**src/design/assert_macros.svh**
```systemverilog
// Assertion macros used by the top-level design file.
`ifndef ASSERT_MACROS_SVH
`define ASSERT_MACROS_SVH

// cond must never hold outside reset
`define XSCM_ASSERT_NEVER(lbl, cond) \
    lbl: assert property (@(posedge clk) disable iff (!rst_n) !(cond)) \
        else $error("assertion failed: forbidden condition seen");

// ante at an edge implies cons at the same edge
`define XSCM_ASSERT_IMP(lbl, ante, cons) \
    lbl: assert property (@(posedge clk) disable iff (!rst_n) (ante) |-> (cons)) \
        else $error("assertion failed: implication violated");

`endif

```
**src/design/xscm_pkg.sv**
```systemverilog
// Types and constants for the marker-skipping XOR stream cipher.
`timescale 1ns / 1ps

package xscm_pkg;

    localparam logic [3:0]  KEY_LAST = 4'd8;
    localparam logic [2:0]  WIN_LEN = 3'd7;
    localparam logic [2:0]  MARK_TAIL = 3'd6;

    localparam logic [7:0] MARK_BYTES [7] = '{
        8'h5C, 8'h66, 8'h69, 8'h6E, 8'h61, 8'h6C, 8'h5C
    };

    // op kinds passed from front to back
    localparam logic [1:0] OP_CIPHER     = 2'd0;
    localparam logic [1:0] OP_MARK_START = 2'd1;
    localparam logic [1:0] OP_MARK_PASS  = 2'd2;

    typedef struct packed {
        logic [7:0] data;
        logic [1:0] kind;
        logic       last;
    } op_t;

    typedef struct packed {
        logic       flushing;
        logic [2:0] pass_cnt;
    } front_stat_t;

    function automatic logic [7:0] key_byte(input logic [3:0] idx);
        logic [7:0] k;
        unique case (idx)
            4'd0:    k = 8'h47;
            4'd1:    k = 8'h61;
            4'd2:    k = 8'h6D;
            4'd3:    k = 8'h65;
            4'd4:    k = 8'h53;
            4'd5:    k = 8'h70;
            4'd6:    k = 8'h79;
            4'd7:    k = 8'h33;
            4'd8:    k = 8'h44;
            default: k = 8'h47;
        endcase
        return k;
    endfunction

endpackage

```
**src/design/xor_stream_cipher_marker_skip_unit.sv**
```systemverilog
// Top level of the marker-skipping repeating-key XOR stream cipher.
`timescale 1ns / 1ps
`include "assert_macros.svh"

// XORs each byte of a buffer with a repeating 9-byte key whose position carries
// across buffers; a 7-byte frame marker found wholly inside the buffer passes
// unchanged and restarts the key. Output lags input by the 7-byte lookahead
// window, then by the queue and the output register. While the queue has room,
// one byte is taken per cycle; the byte marked tlast makes the front flush its
// window of up to 7 bytes, one byte per cycle while the queue has room; s_axis_tready
// is low meanwhile. The front-to-back queue's single push port sets the flush rate.
module xor_stream_cipher_marker_skip_unit #(
    parameter int QUEUE_DEPTH = 4
) (
    input  logic       clk,
    input  logic       rst_n,
    input  logic       s_axis_tvalid,
    output logic       s_axis_tready,
    input  logic [7:0] s_axis_tdata,   // [7:0] in_byte
    input  logic       s_axis_tlast,
    output logic       m_axis_tvalid,
    input  logic       m_axis_tready,
    output logic [7:0] m_axis_tdata,   // [7:0] out_byte
    output logic       m_axis_tlast
);
    import xscm_pkg::*;

    localparam int CW = $clog2(QUEUE_DEPTH + 1);

    logic          push;
    op_t           push_op;
    logic          q_full;
    logic          q_empty;
    logic          pop;
    op_t           head;
    logic [CW-1:0] q_count;
    front_stat_t   fstat;
    logic [3:0]    key_pos;

    xscm_front u_front (
        .clk      (clk),
        .rst_n    (rst_n),
        .in_valid (s_axis_tvalid),
        .in_ready (s_axis_tready),
        .in_byte  (s_axis_tdata),
        .in_eob   (s_axis_tlast),
        .push     (push),
        .push_op  (push_op),
        .q_full   (q_full),
        .stat     (fstat)
    );

    xscm_queue #(
        .DEPTH (QUEUE_DEPTH)
    ) u_queue (
        .clk     (clk),
        .rst_n   (rst_n),
        .push    (push),
        .push_op (push_op),
        .full    (q_full),
        .pop     (pop),
        .empty   (q_empty),
        .head    (head),
        .count   (q_count)
    );

    xscm_back u_back (
        .clk       (clk),
        .rst_n     (rst_n),
        .q_valid   (!q_empty),
        .head      (head),
        .pop       (pop),
        .out_valid (m_axis_tvalid),
        .out_ready (m_axis_tready),
        .out_byte  (m_axis_tdata),
        .out_last  (m_axis_tlast),
        .key_pos   (key_pos)
    );

    `XSCM_ASSERT_IMP(a_no_accept_in_flush, fstat.flushing, !s_axis_tready)
    `XSCM_ASSERT_NEVER(a_key_pos_range, key_pos > KEY_LAST)
    `XSCM_ASSERT_NEVER(a_pass_cnt_range, fstat.pass_cnt > MARK_TAIL)
    `XSCM_ASSERT_NEVER(a_queue_bound, q_count > CW'(QUEUE_DEPTH))

endmodule

```
**src/design/xscm_front.sv**
```systemverilog
// Front end: lookahead window, marker detection and buffer flush.
`timescale 1ns / 1ps

module xscm_front (
    input  logic                  clk,
    input  logic                  rst_n,
    input  logic                  in_valid,
    output logic                  in_ready,
    input  logic [7:0]            in_byte,
    input  logic                  in_eob,
    output logic                  push,
    output xscm_pkg::op_t         push_op,
    input  logic                  q_full,
    output xscm_pkg::front_stat_t stat
);
    import xscm_pkg::*;

    logic [7:0] win_reg [7];
    logic [7:0] win_next [7];
    logic [2:0] fill_reg, fill_next;
    logic [2:0] pass_reg, pass_next;
    logic       flush_reg, flush_next;

    logic [7:0] ew [7];
    logic [2:0] ef;
    logic       accept;
    logic       match;
    logic [1:0] kind;
    logic [2:0] pass_after;

    assign in_ready = !flush_reg && !q_full;
    assign accept   = in_valid && in_ready;

    always_comb
    begin
        ew = win_reg;
        ef = fill_reg;
        if (!flush_reg)
        begin
            ew[fill_reg] = in_byte;
            ef = 3'(fill_reg + 3'd1);
        end

        match = (ef == WIN_LEN);
        for (int i = 0; i < 7; i++)
        begin
            if (ew[i] != MARK_BYTES[i])
                match = 1'b0;
        end

        if (pass_reg != 3'd0)
        begin
            kind       = OP_MARK_PASS;
            pass_after = 3'(pass_reg - 3'd1);
        end
        else if (match)
        begin
            kind       = OP_MARK_START;
            pass_after = MARK_TAIL;
        end
        else
        begin
            kind       = OP_CIPHER;
            pass_after = 3'd0;
        end

        push = flush_reg ? !q_full : (accept && !in_eob && ef == WIN_LEN);
        push_op.data = ew[0];
        push_op.kind = kind;
        push_op.last = flush_reg && (fill_reg == 3'd1);

        win_next   = win_reg;
        fill_next  = fill_reg;
        pass_next  = pass_reg;
        flush_next = flush_reg;

        if (accept)
        begin
            win_next  = ew;
            fill_next = ef;
            if (in_eob)
                flush_next = 1'b1;
        end

        if (push)
        begin
            for (int i = 0; i < 6; i++)
                win_next[i] = ew[i + 1];
            fill_next = 3'(ef - 3'd1);
            pass_next = pass_after;
            if (flush_reg && fill_reg == 3'd1)
            begin
                flush_next = 1'b0;
                pass_next  = 3'd0;
            end
        end
    end

    always_ff @(posedge clk)
    begin
        win_reg <= win_next;
    end

    always_ff @(posedge clk or negedge rst_n)
    begin
        if (!rst_n)
        begin
            fill_reg  <= 3'd0;
            pass_reg  <= 3'd0;
            flush_reg <= 1'b0;
        end
        else
        begin
            fill_reg  <= fill_next;
            pass_reg  <= pass_next;
            flush_reg <= flush_next;
        end
    end

    assign stat.flushing = flush_reg;
    assign stat.pass_cnt = pass_reg;

endmodule

```
**src/design/xscm_queue.sv**
```systemverilog
// Small FIFO of classified items between front and back.
`timescale 1ns / 1ps

module xscm_queue #(
    parameter int DEPTH = 4
) (
    input  logic                         clk,
    input  logic                         rst_n,
    input  logic                         push,
    input  xscm_pkg::op_t                push_op,
    output logic                         full,
    input  logic                         pop,
    output logic                         empty,
    output xscm_pkg::op_t                head,
    output logic [$clog2(DEPTH+1)-1:0]   count
);
    import xscm_pkg::*;

    localparam int PW = (DEPTH > 1) ? $clog2(DEPTH) : 1;
    localparam int CW = $clog2(DEPTH + 1);

    op_t           mem [DEPTH];
    logic [PW-1:0] wr_ptr_reg, wr_ptr_next;
    logic [PW-1:0] rd_ptr_reg, rd_ptr_next;
    logic [CW-1:0] cnt_reg, cnt_next;
    logic          do_push, do_pop;

    assign full    = (cnt_reg == CW'(DEPTH));
    assign empty   = (cnt_reg == '0);
    assign do_push = push && !full;
    assign do_pop  = pop && !empty;
    assign head    = mem[rd_ptr_reg];
    assign count   = cnt_reg;

    always_comb
    begin
        wr_ptr_next = wr_ptr_reg;
        rd_ptr_next = rd_ptr_reg;
        cnt_next    = cnt_reg;
        if (do_push)
            wr_ptr_next = (wr_ptr_reg == PW'(DEPTH - 1)) ? '0 : PW'(wr_ptr_reg + 1'b1);
        if (do_pop)
            rd_ptr_next = (rd_ptr_reg == PW'(DEPTH - 1)) ? '0 : PW'(rd_ptr_reg + 1'b1);
        if (do_push && !do_pop)
            cnt_next = CW'(cnt_reg + 1'b1);
        else if (do_pop && !do_push)
            cnt_next = CW'(cnt_reg - 1'b1);
    end

    always_ff @(posedge clk)
    begin
        if (do_push)
            mem[wr_ptr_reg] <= push_op;
    end

    always_ff @(posedge clk or negedge rst_n)
    begin
        if (!rst_n)
        begin
            wr_ptr_reg <= '0;
            rd_ptr_reg <= '0;
            cnt_reg    <= '0;
        end
        else
        begin
            wr_ptr_reg <= wr_ptr_next;
            rd_ptr_reg <= rd_ptr_next;
            cnt_reg    <= cnt_next;
        end
    end

endmodule

```
**src/design/xscm_back.sv**
```systemverilog
// Back end: key position, XOR and output register.
`timescale 1ns / 1ps

module xscm_back (
    input  logic          clk,
    input  logic          rst_n,
    input  logic          q_valid,
    input  xscm_pkg::op_t head,
    output logic          pop,
    output logic          out_valid,
    input  logic          out_ready,
    output logic [7:0]    out_byte,
    output logic          out_last,
    output logic [3:0]    key_pos
);
    import xscm_pkg::*;

    logic [3:0] kp_reg, kp_next;
    logic       valid_reg, valid_next;
    logic [7:0] data_reg, data_next;
    logic       last_reg, last_next;

    assign pop = q_valid && (!valid_reg || out_ready);

    always_comb
    begin
        kp_next    = kp_reg;
        valid_next = valid_reg;
        data_next  = data_reg;
        last_next  = last_reg;
        if (pop)
        begin
            valid_next = 1'b1;
            last_next  = head.last;
            unique case (head.kind)
                OP_CIPHER:
                begin
                    data_next = head.data ^ key_byte(kp_reg);
                    kp_next   = (kp_reg >= KEY_LAST) ? 4'd0 : 4'(kp_reg + 4'd1);
                end
                OP_MARK_START:
                begin
                    data_next = head.data;
                    kp_next   = 4'd0;
                end
                default:
                begin
                    data_next = head.data;
                end
            endcase
        end
        else if (out_ready)
        begin
            valid_next = 1'b0;
        end
    end

    always_ff @(posedge clk)
    begin
        data_reg <= data_next;
        last_reg <= last_next;
    end

    always_ff @(posedge clk or negedge rst_n)
    begin
        if (!rst_n)
        begin
            kp_reg    <= 4'd0;
            valid_reg <= 1'b0;
        end
        else
        begin
            kp_reg    <= kp_next;
            valid_reg <= valid_next;
        end
    end

    assign out_valid = valid_reg;
    assign out_byte  = data_reg;
    assign out_last  = last_reg;
    assign key_pos   = kp_reg;

endmodule

```
**config.mk**
```make
export PLATFORM = sky130hd
export DESIGN_NAME = xor_stream_cipher_marker_skip_unit
export DESIGN_NICKNAME = d
export VERILOG_FILES = /design/src/design/xscm_pkg.sv /design/src/design/xor_stream_cipher_marker_skip_unit.sv /design/src/design/xscm_front.sv /design/src/design/xscm_queue.sv /design/src/design/xscm_back.sv
export VERILOG_INCLUDE_DIRS = /design/src /design/src/design
export SDC_FILE = /design/constraint.sdc
export NUM_CORES = 1
export LEC_CHECK = 0
export BUFFER_PORTS_ARGS = -buffer_cell sky130_fd_sc_hd__buf_2
export CORE_MARGIN = 5
export CORE_UTILIZATION = 30
export CTS_CLUSTER_SIZE = 24
export DETAILED_ROUTE_END_ITERATION = 10
export HOLD_SLACK_MARGIN = 0.05
export MAX_ROUTING_LAYER = met4
export SETUP_SLACK_MARGIN = 0.15
export SYNTH_ARGS = -nofsm -noshare
export SYNTH_HDL_FRONTEND = slang
export SYNTH_HIERARCHICAL = 1
export SYNTH_SLANG_ARGS = --single-unit
```
**constraint.sdc**
```tcl
create_clock -name clk -period 3.8 [get_ports clk]
set_input_delay 0.19 -clock clk [delete_from_list [all_inputs] [get_ports clk]]
set_output_delay 0.19 -clock clk [all_outputs]
set_load 0.005 [all_outputs]
```
Word-level counts from Yosys, hierarchy flattened
Memories as Yosys holds them, arrays and structs flattened.
Cells that the tools add are included.
- multiplexer cells: 39
- magnitude comparators: 3
- add/sub/neg operators: 8
- bitwise gates (word level): 2
- eq/ne operators: 13
- reduce and logical (&&, ||, !) cells: 27
- operator list (kind ; number):
    56-bit two-way mux ; 2
    56-bit bitwise mux ; 1
    8-bit by 7-bit != test with 1-bit output, second input constant ; 7
    48-bit two-way mux ; 1
    8-bit two-way mux ; 4
    8-bit demux with 3-bit select ; 1
    3-bit two-way mux ; 8
    1-bit two-way mux ; 17
    1-bit logical AND ; 11
    3-bit by 1-bit subtractor with 3-bit output, second input constant ; 3
    4-bit greater-or-equal comparator, second input constant ; 2
    4-bit case mux with 2 select lines ; 1
    2-bit nonzero test ; 4
    8-bit XOR ; 1
    1-bit logical NOT ; 7
    3-bit by 1-bit adder with 3-bit output, second input constant ; 2
    3-bit equality test, second input constant ; 2
    2-bit two-way mux ; 3
    2-bit by 1-bit adder with 2-bit output, second input constant ; 2
    4-bit by 1-bit adder with 4-bit output, second input constant ; 1
    2-bit equality test, second input constant ; 2
    4-bit by 1-bit less-than comparator with 1-bit output, second input constant ; 1
    4-bit two-way mux ; 1
    3-bit NOT with 4-bit output ; 1
    7 further kinds ; 7
- output and inout port bits: 11
- input bits: 13
- logic and storage cells: 111
- register bits: 84
- memories kept: 2
- bits in writable memories: 44
- ROM bits: 112
- memory list (name ; words ; bits a word ; rd ports ; clocked after memory_dff ; write ports ; line ; RTL):
    (name not given) ; 16 ; 7 ; 1 ; 0 ; 0 ; xscm_pkg.sv:32 ; unique case (idx)
    u_queue.mem ; 4 ; 11 ; 1 ; 0 ; 1 ; xscm_queue.sv:22 ; op_t mem [DEPTH];

Logic depth before layout (Yosys ltp)
- depth after elaboration: 18
- mapped depth: 18
- depth with buffers taken out: 14

Hierarchy
Netlist, hierarchy kept.
- modules (own cells, without submodules) (module ; area an instance (µm²) ; seq. area each (µm²) ; instances ; cells each):
    xscm_front ; 4131.5 ; 1856.8 ; 1 ; 375
    xscm_queue ; 2042.0 ; 1496.4 ; 1 ; 94
    xscm_back ; 773.2 ; 395.4 ; 1 ; 62
    xor_stream_cipher_marker_skip_unit ; 3.8 ; 0.0 ; 1 ; 1

Least setup slack after synthesis
Ideal clock, no wire load.
- path type: reg-to-reg
- from: register u_front.fill_reg[1]
- to: register u_queue.cnt_reg[2], in the netlist u_queue/count[2]
- library setup time: 79 ps
- path slack: 194 ps
- arrival time: 3527 ps
- data required time: 3721 ps
- path buffers: 4
- cell stages (with the launch flop): 19
- period minus slack after synthesis: 3606 ps
- path through: dfrtp_1 > clkbuf_2 > inv_1 > ha_1 > mux2i_1 > ha_1 > inv_1 > o41a_1 > buf_2 > inv_1 > buf_2 > buf_2 > nor2b_4 > ha_1 > inv_1 > fa_1 > xor2_1 > nor2_1 > xor2_1
- word-level cells in the longest chain between the ends: 9
- elaborated cells between the ends (all ways): 11
- classes of those cells: add/sub (1); eq/ne (1); mux (3); reduce/logical (6)
- ends and longest elaborated chain (what ; line ; RTL):
    start: declaration ; xscm_front.sv:20 ; logic [2:0] fill_reg, fill_next;
    start signal: assignment ; xscm_front.sv:114 ; fill_reg <= fill_next;
    3-bit by 1-bit adder with 3-bit output ; xscm_front.sv:41 ; ef = 3'(fill_reg + 3'd1);
    3-bit two-way mux * ; xscm_front.sv:38 ; if (!flush_reg)
    3-bit equality test * ; xscm_front.sv:67 ; push = flush_reg ? !q_full : (accept && !in_eob && ef == WIN_LEN);
    1-bit logical AND * ; xscm_front.sv:67 ;
    1-bit two-way mux * ; xscm_front.sv:67 ;
    net push ; xor_stream_cipher_marker_skip_unit.sv:30 ; logic push;
    1-bit logical AND * ; xscm_queue.sv:30 ; assign do_push = push && !full;
    net u_queue.do_push ; xscm_queue.sv:26 ; logic do_push, do_pop;
    1-bit logical NOT ; xscm_queue.sv:46 ; else if (do_pop && !do_push)
    1-bit logical AND ; xscm_queue.sv:46 ;
    2-bit nonzero test (no line) ; -- ;
    end signal: assignment ; xscm_queue.sv:68 ; cnt_reg <= cnt_next;
    end: declaration ; xscm_queue.sv:25 ; logic [CW-1:0] cnt_reg, cnt_next;
Mark *: on every way through the listed nets, which the timed path passes. The rest lies on a longest branch.
A chain may end at the register's enable or synchronous reset.

==> results.py <==
metrics = {
    "route": {
        "drc": 0,
        "wirelength_um": 14900,
        "dr.pass1.iters": 5,
        "wl_per_cell_um": 17.8,
        "ant_nets": 0,
        "routed_via_density": 5.11,
        "vias": 4282,
        "first_iter_violations": 340,
    },
    "sta": {
        "period_share": 0.845,
        "max_slew_margin": 0.381,
        "fin_skew_ps": 9.87,
        "hold_viol": 0,
        "rsz0062_at_grt": "no",
        "maxSlewViolCount": 0,
        "setup_viol": 0,
        "setup_tns_ps": 0,
        "fmax_mhz": 311,
        "tightestPinTransition_ps": 925,
        "fin_ws_ps": 589,
        "period_needed_ps": 3210,
    },
    "synthesis": {
        "syn_avg_cell_area_um2": 13.1,
        "synth_warnings": 6,
        "synth_area_mm2": 0.00694,
        "synth_cells": 531,
        "syn_nets": 563,
    },
    "worst_setup_path": {
        "cp_top_family": "simple AND/OR/NAND/NOR gates",
        "worstPathCellList": "buf_4 -> nor4_4 -> mux2_2 -> nor4b_1 -> nand4_1 -> nor4_4 -> a31o_1",
        "cp-end-kind": "flip-flop",
        "cpMaxStageDelayCell": "nor4_4",
        "crit_arrival_ps": 3550,
        "worst_path_largest_cell_delay_ps": 770,
        "crit_buf_inv": 1,
        "required_ps": 4140,
        "crit_top_cell": "nor4_4",
        "path_class": "flip-flop to flip-flop",
        "worst-path-max-fanout": 12,
        "crit_path_start_kind": "flip-flop",
    },
    "clock_tree": {
        "path_clk_slew_ps": 60,
        "cts_root_buffer": "clkbuf_16",
        "cts_tree": "done",
        "ctsHoldBuffers": 1,
        "htree_levels": 4,
        "cts_resized": 0,
        "cts_buffers": 17,
        "cts.sinks": 128,
        "cts_buffer_depth": 2,
        "post_cts_buffers": 0,
        "worstSkewPairLatency_ps": 410,
    },
    "cells_and_area": {
        "fillers": 2202,
        "fin_nets": 572,
        "largest_register_ffs": 56,
        "seqCellArea_mm2": 0.00375,
        "area_delta_synth_final_pct": 12.9,
        "multiInputGateArea_mm2": 0.00283,
        "diodes": 0,
        "drive_gt1_frac": 0.203,
    },
    "place": {
        "pre_cts_slack_ps": 635,
        "port_buffers": 23,
        "dp_hpwl_um": 9810,
        "globalplace.congestion": 0.813,
    },
    "run_status": {
        "status": "finished, final reports clean",
    },
    "die": {
        "die_w_um": 162,
        "start_util": 0.306,
        "coreArea_mm2": 0.0227,
        "ioPinCount": 24,
        "dieArea_mm2": 0.0263,
        "die_h_um": 162,
        "fp-row-count": 55,
    },
    "global_route": {
        "grt_start_max_net_pins": 54,
        "grt_usage": 0.118,
        "grt_overflow": 0,
        "grt_pass1_wl_um": 24000,
        "antenna_found_initial": 0,
        "grt_pass1_vias": 4407,
    },
    "power": {
        "ir_worst_vdd_uv": 318,
        "p_total_uw": 6940,
        "power.density_mw_per_mm2": 886,
        "leakage_uw": 0.00269,
    },
    "job": {
        "maxCapViolations": 0,
    },
    "worst_hold_path": {
        "min_path_type": "input pin to flip-flop",
    },
}
==> layout by cell type, fill, tap and decap left out, drive strengths merged, types with 4 or more instances in the layout <==
cell	instances
nor3	5
ha	18
edfxtp	109
or3	36
dfrtp	19
o31ai	8
mux2i	49
buf	34
mux2	20
o21ai	49
nand2	17
mux4	11
and2	4
nand3b	9
nand3	10
nand2b	11
a2111oi	4
inv	23
xor2	8
nor4b	9
nor2b	4
xnor2	6
clkinv	5
nor4	4
nor2	14
a21oi	6
clkbuf	22
==> worst min-delay path: cells and delay by family <==
family	cells	cell delay [ps]
and+or+nand+nor	2	210
buffers and inverters	1	80
==> layer usage <==
metal / global-route usage / vias to the layer above / routed length [um]
li1: - / 2021 / -
met1: 0.155 / 2159 / 7090
met2: 0.189 / 94 / 7330
met3: 0.0292 / 8 / 460
met4: 0.0242 / 0 / 57
met5: - / - / 0
==> layout make-up <==
| class | count | share of cell area |
|---|---|---|
| flip-flops and latches | 128 | 0.478 |
| multi-input cells | 336 | 0.361 |
| clock buffers | 22 | 0.0646 |
| well taps | 285 | 0.0455 |
| repair buffers | 35 | 0.0281 |
| clock inverters | 10 | 0.0125 |
| inverters | 22 | 0.0105 |
==> worst paths after layout <==
path / endpoint / cells after the start / startpoint / slack, ps
worst min register to register: u_queue/count[2] / 1 / u_queue/count[2] / 540
worst max register to register: u_front/pass_reg[2] / 7 / u_front/fill_reg[1] / 590
min in group asynchronous: u_back/key_pos[1] / 2 / rst_n / 280
worst min-delay path: u_back/out_valid / 3 / m_axis_tready / 110
worst max-delay path: u_front/pass_reg[2] / 7 / u_front/fill_reg[1] / 590
max in group asynchronous: u_front/pass_reg[1] / 2 / rst_n / 3170
==> where the power goes <==
group	switching [uW]	internal, uW	total, uW
combinational	1520	1010	2530
sequential	328	2460	2790
clock	607	1020	1620
==> metrics by stage <==
step	hold slack, ps	area (um2)	std cells	utilization
2_1_floorplan	-106	6940	531	-
3_3_place_gp	162	7220	805	0.318
3_5_place_dp	195	7220	805	0.318
4_1_cts	88.0	7840	838	0.345
5_1_grt	104	7840	838	0.345
6_report	109	7840	838	0.345
Power figures use the tool's default switching activity.
